===== config.mk =====
export PLATFORM = sky130hd
export DESIGN_NAME = vrth_queue
export DESIGN_NICKNAME = d
export VERILOG_FILES = /design/src/vrth_pkg.sv /design/src/vrth_queue.sv
export SDC_FILE = /design/constraint.sdc
export NUM_CORES = 1
export LEC_CHECK = 0
export ABC_AREA = 1
export BUFFER_PORTS_ARGS = -buffer_cell sky130_fd_sc_hd__buf_2
export CAP_MARGIN = 20
export CORE_MARGIN = 1.5
export CORE_UTILIZATION = 40
export CTS_BUF_LIST = sky130_fd_sc_hd__clkbuf_2
export CTS_CLUSTER_DIAMETER = 40
export CTS_CLUSTER_SIZE = 10
export DETAILED_ROUTE_END_ITERATION = 8
export MAX_ROUTING_LAYER = met4
export SYNTH_ARGS = -nofsm -noshare
export SYNTH_HDL_FRONTEND = slang
export SYNTH_SLANG_ARGS = --single-unit

===== constraint.sdc =====
create_clock -name i_clk -period 10.2 [get_ports i_clk]
set_input_delay 3.06 -clock i_clk [delete_from_list [all_inputs] [get_ports i_clk]]
set_output_delay 3.06 -clock i_clk [all_outputs]
set_load 0.02 [all_outputs]

===== src/vrth_pkg.sv =====
// ----------------------------------------------------------------------------
// vrth_pkg: shared widths and the item type for the vertical ray triangle hit
// Coordinate widths, derived product widths and the item handed from the
// front pipeline to the divider back end.
// ----------------------------------------------------------------------------
package vrth_pkg;

    // coordinate width (signed fixed point)
    localparam int CW     = 24;
    // edge and offset vectors
    localparam int DW     = CW + 1;
    // one 2D product
    localparam int PW     = 2 * DW;
    // cross product terms: det, u and v numerators
    localparam int XW     = PW + 1;
    // split of a cross term for the triple product multiply
    localparam int LB     = (XW + 1) / 2;
    localparam int HB     = XW - LB;
    // triple product numerator
    localparam int TW     = XW + DW + 2;
    // epsilon register
    localparam int EPS_W  = 16;
    localparam logic [EPS_W-1:0] EPS_RESET = EPS_W'(1);
    // queue between front and back
    localparam int QDEPTH = 2;
    localparam int QAW    = $clog2(QDEPTH);

    // saturation limits of the height
    localparam logic [CW-1:0] H_MAX = {1'b0, {(CW-1){1'b1}}};
    localparam logic [CW-1:0] H_MIN = {1'b1, {(CW-1){1'b0}}};

    // classified item: hit decision, sign and magnitudes for the division
    typedef struct packed {
        logic          hit;
        logic          neg;
        logic [XW-1:0] det;
        logic [TW-1:0] tmag;
    } t_job;

endpackage


===== src/vrth_queue.sv =====
// ----------------------------------------------------------------------------
// vrth_queue: short item queue between front and back
// Register file with read and write pointers and a fill count.
// ----------------------------------------------------------------------------
module vrth_queue (
    input  logic           i_clk,
    input  logic           i_rst_n,
    input  logic           i_push,
    input  vrth_pkg::t_job i_job,
    input  logic           i_pop,
    output logic           o_valid,
    output logic           o_full,
    output vrth_pkg::t_job o_job
);
    import vrth_pkg::*;

    t_job           r_mem [QDEPTH];
    logic [QAW-1:0] r_wptr, r_rptr;
    logic [QAW:0]   r_cnt;
    logic           w_push, w_pop;

    assign w_push = i_push && !o_full;
    assign w_pop  = i_pop && o_valid;

    // pointers and count
    always_ff @(posedge i_clk) begin
        if (!i_rst_n) begin
            r_wptr <= '0;
            r_rptr <= '0;
            r_cnt  <= '0;
        end else begin
            if (w_push) r_wptr <= r_wptr + 1'b1;
            if (w_pop)  r_rptr <= r_rptr + 1'b1;
            r_cnt <= r_cnt + (QAW+1)'(w_push) - (QAW+1)'(w_pop);
        end
    end

    // storage
    always_ff @(posedge i_clk) begin
        if (w_push) r_mem[r_wptr] <= i_job;
    end

    assign o_valid = (r_cnt != '0);
    assign o_full  = (r_cnt == (QAW+1)'(QDEPTH));
    assign o_job   = r_mem[r_rptr];

endmodule


### After elaboration in Yosys (flattened, before gate mapping)

Memories as Yosys holds them, arrays and structs flattened. A register that Yosys moved wholly into a read port is not among the register bits.
Cells that the tools add are included.

* flip-flop bits (word level): 4
* bits in writable memories: 262
* output and inout port bits: 133
* logic and storage cells: 17
* memories: 1

Memory list
* r_mem: depth 2, width 131, rd ports 1, clocked after memory_dff 1, wr ports 1, line vrth_queue.sv:17 `t_job r_mem [QDEPTH];`

* $add $sub $neg: 4
* eq/ne operators: 1
* mux-type cells: 4
* reductions and logical operators: 4

Operators with widths (count)
* 1-bit 2-to-1 mux: 4
* 1-bit adder, second input constant: 2
* 2-bit by 1-bit adder with 2-bit output: 1
* 2-bit == test, second input constant: 1
* 1-bit logical AND: 2
* 2-bit nonzero test: 1
* 2-bit by 1-bit subtractor with 2-bit output: 1
* 1-bit logical NOT: 1

### Longest topological paths before layout

Gate-level depths: netlist (run 1).

* depth after elaboration: 5
* gate-level depth with buffers: 11
* depth with buffers taken out: 11

### Worst setup path after synthesis (run 1)

Ideal clock, no wire load.

* kind: input port to flip-flop
* start: input i_push
* end: memory r_mem[0][0] (netlist name) (enable)
* library setup time: 0.622 ns
* data arrival time: 8.571 ns
* setup slack: 1.006 ns
* stages on the path: 2
* cells stage by stage: nand2_1 nor2_1

* cells in the longest elaborated chain, start to end: 3

Ends and longest elaborated chain
* from (decl): line vrth_queue.sv:8 `input logic i_push,`
* 1-bit logical AND: line vrth_queue.sv:22 `assign w_push = i_push && !o_full;`
* 1-bit 2-to-1 mux: line vrth_queue.sv:40 `if (w_push) r_mem[r_wptr] <= i_job;`
* 1-bit 2-to-1 mux (not written as such): line vrth_queue.sv:40
* to (decl): line vrth_queue.sv:17

No other way between the ends.

==> impl_metrics.tcl, run 1 <==
set metrics [dict create \
    worstMarginPinSlew_ps 940 \
    synth_fp_nets 583 \
    maxCapViolations 0 \
    first_pass_iters 4 \
    r2r_cells 5 \
    start_kind "flop" \
    yosysUniqueCellTypes 13 \
    r2r_slack_ps 7690 \
    cts_tree "done" \
    cts_resized 0 \
    final_cell_mix "267 x buf_2, 262 x edfxtp_1, 90 x mux2_4" \
    drtIter0Drc 302 \
    htree_levels 2 \
    clockRootBuffer "clkbuf_2" \
    start_util_pct 41.1 \
    place.gp.congestion 0.743 \
    fin_cells 1089 \
    clk-insertion-delay-late_ps 740 \
    cts_made_buffers 37 \
    clock_skew_ps 41.2 \
    drc 0 \
    powerDensity_mw_per_mm2 237 \
    fillCellCount 2109 \
    hp-start "r_rptr$_SDFFE_PN0P_" \
    drive_gt1_share_pct 60.3 \
    hp-class "reg2reg" \
    synthTopCellsByArea "edfxtp_1 78%, mux2_4 13%, mux2_2 4.6%" \
    holdBufCountCts 0 \
    path_clk_slew_ps 150 \
    synth-simple-area-share_pct 0.782 \
    design_area_mm2 0.0121 \
    core_area_mm2 0.0245 \
    die_y_um 162 \
    max_freq_ghz 0.170 \
    timing.rr.start "r_cnt[0]$_SDFF_PN0_" \
    yosysTopAreaCell "edfxtp_1" \
    synthAdderAreaFrac_pct 0.248 \
    cp.arrival_ps 2810 \
    slew_headroom_pct 37.3 \
    status "finished, final reports clean" \
    hold_viol_final 0 \
    pin_count 268 \
    crit_path_end_kind "output port" \
    synth_top_cell_area_share_pct 78.1 \
    seq_area_frac_synth_pct 79.1 \
    synthMuxAreaShare_pct 18.0 \
    vias 5084 \
    finalCritPeriodShare_pct 57.5 \
    setup_viol 0 \
    synth_top_family_by_area "multiplexers" \
    area_growth_pct 20.4 \
    antenna_found_initial 1 \
    synth_compound_area_share_pct 0.0993 \
    antenna_left 0 \
    synth_cells 446 \
    dp_hpwl_mm 12.7 \
    holdPathStages 2 \
    grt_use_total_pct 14.7 \
    synth_area_mm2 0.0101 \
    avgViaCountPerCell 4.67 \
    grt_setup_unrepaired "no" \
    synth-xor-area-share_pct 0 \
    rows 57 \
    wl_mm 19.1 \
    drt-wirelength-per-cell_um 17.5 \
    whs_ps 549 \
    ys_ff_latch 267 \
    syn_area_per_cell_um2 22.6 \
    finalCriticalPeriod_ps 5870 \
    clockBufferDepth 3 \
    path_max_fanout 54 \
    design_power_total_uw 2880 \
    slew_viol_final 0 \
    dp.cells 1027 \
    fp.dieW_um 162 \
    postCtsSetupRepairBufs 0 \
    reg2reg_to "r_mem[1][73]$_DFFE_PP_" \
    nets 880 \
    critPathKind "reg2out" \
    dpl-instance-area_mm2 0.0117 \
    ys_warn_count 0 \
    clock_sinks 267 \
    crit_required_ps 7140 \
    grt_max_degree 86 \
    grt_pass1_wl_mm 28.8 \
    place.port_buffers 267 \
    p_leak_uw 0.00474 \
    grt_pass1_vias 5468 \
    tns_ps 0 \
    dieArea_mm2 0.0262 \
    layout_commonest_cell "buf_2" \
    grt-ovfl-total 0 \
    vdd_drop_max_mv 0.186 \
]
-- cell type report --
| type | count | area (µm²) | share of cell area [%] |
|---|---|---|---|
| inverters | 9 | 38.8 | 0.320 |
| flip-flops and latches | 267 | 7970 | 65.7 |
| well taps | 324 | 405 | 3.34 |
| diodes | 1 | 2.50 | 0.0206 |
| clock inverters | 14 | 149 | 1.23 |
| multi-input cells | 155 | 1930 | 15.9 |
| repair buffers | 273 | 1400 | 11.5 |
| clock buffers | 46 | 230 | 1.90 |
-- cell usage after synthesis, drive strengths merged --
cell / count
edfxtp: 262
a21oi: 2
ha: 2
dfxtp: 5
nand2: 9
mux2: 131
buf: 15
inv: 9
nor2: 8
nand3: 3
-- registers in the layout (all words and copies together), names as in the netlist, named ones only --
name    flops
r_mem     262
r_wptr      1
r_rptr      1
r_cnt       2
-- logic make-up after synthesis --
family	after synthesis
muxes	131
buffers and inverters	24
adders and majority gates	2
AOI/OAI and AO/OA	2
DFF	267
and+or+nand+nor	20
-- worst max path at each step --
stage                                    to  slack, ps  cells after the start
floorplan             r_mem[0][0]$_DFFE_PP_       1010                      2
global placement    r_mem[0][108]$_DFFE_PP_       4930                      4
detailed placement   r_mem[0][94]$_DFFE_PP_       4820                      4
CTS                              o_job[121]       4170                      3
global route                     o_job[121]       4120                      3
finish                           o_job[121]       4330                      3
-- layer usage --
layer / up-vias / part of all wire [%] / global-route usage (%) / routed length, µm
li1: 2361 / - / - / -
met3: 32 / 9.0 / 4.72 / 1710
met1: 2477 / 41 / 17.0 / 7790
met4: 0 / 1.7 / 4.30 / 317
met5: - / 0 / - / 0
met2: 214 / 49 / 24.6 / 9260
-- through the flow --
stage / setup slack [ps] / util, %
2_1_floorplan: 1010 / -
3_3_place_gp: 4930 / 47.8
3_5_place_dp: 4820 / 47.8
4_1_cts: 4170 / 49.3
5_1_grt: 4120 / 49.5
6_report: 4330 / 49.5
-- power by group --
group / switching [µW] / internal (µW) / total, µW / leakage, µW
clock network: 353 / 203 / 556 / 0.000256
registers: 52.5 / 1390 / 1440 / 0.00249
logic: 505 / 375 / 880 / 0.00199
-- critical path, cell delays in order, from the launching register on --
cell     delay (ps)
dfxtp_4         650
buf_4           780
mux2_2          440
buf_2           160
No activity file was read; power rests on OpenSTA's default activity.
==> inputs of run 2 (changes only) <==
--- a/config.mk
+++ b/config.mk
@@ -15,6 +15,7 @@
 export CTS_CLUSTER_SIZE = 10
 export DETAILED_ROUTE_END_ITERATION = 8
 export MAX_ROUTING_LAYER = met4
+export PLACE_DENSITY = 0.66
 export SYNTH_ARGS = -nofsm -noshare
 export SYNTH_HDL_FRONTEND = slang
 export SYNTH_SLANG_ARGS = --single-unit
==> constraint.sdc (replaced) <==
create_clock -name i_clk -period 5.1 [get_ports i_clk]
set_input_delay 1.53 -clock i_clk [delete_from_list [all_inputs] [get_ports i_clk]]
set_output_delay 1.53 -clock i_clk [all_outputs]
set_load 0.02 [all_outputs]
==> impl_metrics.tcl, run 2 (synthesis results as in run 1) <==
set metrics [dict create \
    dp.cells 1027 \
    finalCriticalPeriod_ps 3900 \
    pwr-share-comb_pct 31.0 \
    start_util_pct 41.1 \
    pin_count 268 \
    clock_sinks 267 \
    fin_util_pct 49.4 \
    grtUsageMet1_pct 16.3 \
    place.port_buffers 267 \
    htree_levels 2 \
    dieArea_mm2 0.0262 \
    grtUsageMet3_pct 4.37 \
    hold_viol_final 0 \
    net-switching-power_uw 1830 \
    dp_hpwl_mm 12.6 \
    path_clk_slew_ps 130 \
    rows 57 \
    grt_most_used_layer "met2" \
    fin_ws_ps 1200 \
    vdd_drop_max_mv 0.534 \
    clockRootBuffer "clkbuf_2" \
    grt_max_degree 79 \
    grt_pass1_wl_mm 28.7 \
    grt_setup_unrepaired "no" \
    tns_ps 0 \
    setup_viol 0 \
    largestRegisters "r_mem: 262 flops, r_cnt: 2 flops" \
    p_seq_share_pct 49.9 \
    cts_made_buffers 38 \
    holdBufCountCts 0 \
    cts_tree "done" \
    avgViaCountPerCell 4.66 \
    p_int_uw 3900 \
    place.gp.congestion 0.775 \
    worstMarginPinSlew_ps 1070 \
    largest_reg_flops 262 \
    wl_mm 18.9 \
    start_kind "flop" \
    grt-ovfl-total 0 \
    timing.rr.start "r_cnt[0]$_SDFF_PN0_" \
    postCtsSetupRepairBufs 0 \
    p_leak_uw 0.00473 \
    clk-insertion-delay-late_ps 760 \
    crit_required_ps 3570 \
    grt_pass1_vias 5631 \
    fp.dieW_um 162 \
    drc 0 \
    r2r_slack_ps 2960 \
    powerDensity_mw_per_mm2 473 \
    die_y_um 162 \
    finalCritPeriodShare_pct 76.5 \
    crit_path_end_kind "output port" \
    whs_ps 560 \
    drt-wirelength-per-cell_um 17.4 \
    first_pass_iters 7 \
    slew_headroom_pct 28.3 \
    drtIter0Drc 242 \
    cp.arrival_ps 2370 \
    final_cell_mix "267 x buf_2, 262 x edfxtp_1, 90 x mux2_4" \
    clock_skew_ps 61.1 \
    regMostFlops "r_mem" \
    slew_viol_final 0 \
    power.share.clock_pct 19.0 \
    path_max_fanout 53 \
    grt_use_total_pct 14.6 \
    layout_commonest_cell "buf_2" \
    grtUsageMet2_pct 24.5 \
    antenna_left 0 \
    fin_cells 1090 \
    max_freq_ghz 0.256 \
    vias 5078 \
    cts_resized 0 \
    area_growth_pct 20.3 \
    sw_frac_of_total_pct 32.0 \
    critPathKind "reg2out" \
    status "finished, final reports clean" \
    antenna_found_initial 1 \
    core_area_mm2 0.0245 \
    clockBufferDepth 3 \
    pre_cts_slack_ps 1870 \
    drive_gt1_share_pct 60.8 \
    hp-class "reg2reg" \
    hp-start "r_rptr$_SDFFE_PN0P_" \
    nets 880 \
    maxCapViolations 0 \
]
-- run 2: worst paths after layout --
check                                               end  depth (start not counted)
worst max-delay path                          o_job[25]                          3
worst min register to register                     flop                          2
worst min-delay path                               flop                          2
worst max register to register  r_mem[1][116]$_DFFE_PP_                          5
-- run 2: layout make-up --
class                      count  area (µm²)
clock inverter                14         134
sequential                   267        7970
tap                          324         405
inverter                       9        38.8
multi-input combinational    155        1930
fill                        2093       12400
timing repair buffer         272        1400
antenna                        1        2.50
clock buffer                  48         240
-- run 2: through the flow --
| stage | power, µW | area (µm²) |
|---|---|---|
| after floorplan | 4220 | 10100 |
| after global placement | 4660 | 11700 |
| after detailed placement | 4710 | 11700 |
| after CTS | 5820 | 12100 |
| after global routing | 6020 | 12100 |
| final | 5730 | 12100 |
-- run 2: critical path, cell delays in order, from the launching register on --
cell and delay, ps:
dfxtp_4 380, buf_4 610, mux2_2 410, buf_2 160
-- run 2: power groups by stage --
| stage | Combinational [µW] | Clock, µW | Sequential [µW] |
|---|---|---|---|
| floorplan | 1310 | 0 | 2910 |
| global placement | 1760 | 0 | 2900 |
| detailed placement | 1800 | 0 | 2920 |
| CTS | 1800 | 1150 | 2870 |
| global route | 1890 | 1240 | 2890 |
| finish | 1780 | 1090 | 2860 |
-- run 2: per-layer routing --
| layer | wire length [µm] | vias to the layer above | share of wire, % |
|---|---|---|---|
| li1 | - | 2356 | - |
| met1 | 7620 | 2455 | 40 |
| met2 | 9430 | 222 | 50 |
| met3 | 1460 | 45 | 7.7 |
| met4 | 430 | 0 | 2.3 |
| met5 | 0 | - | 0 |
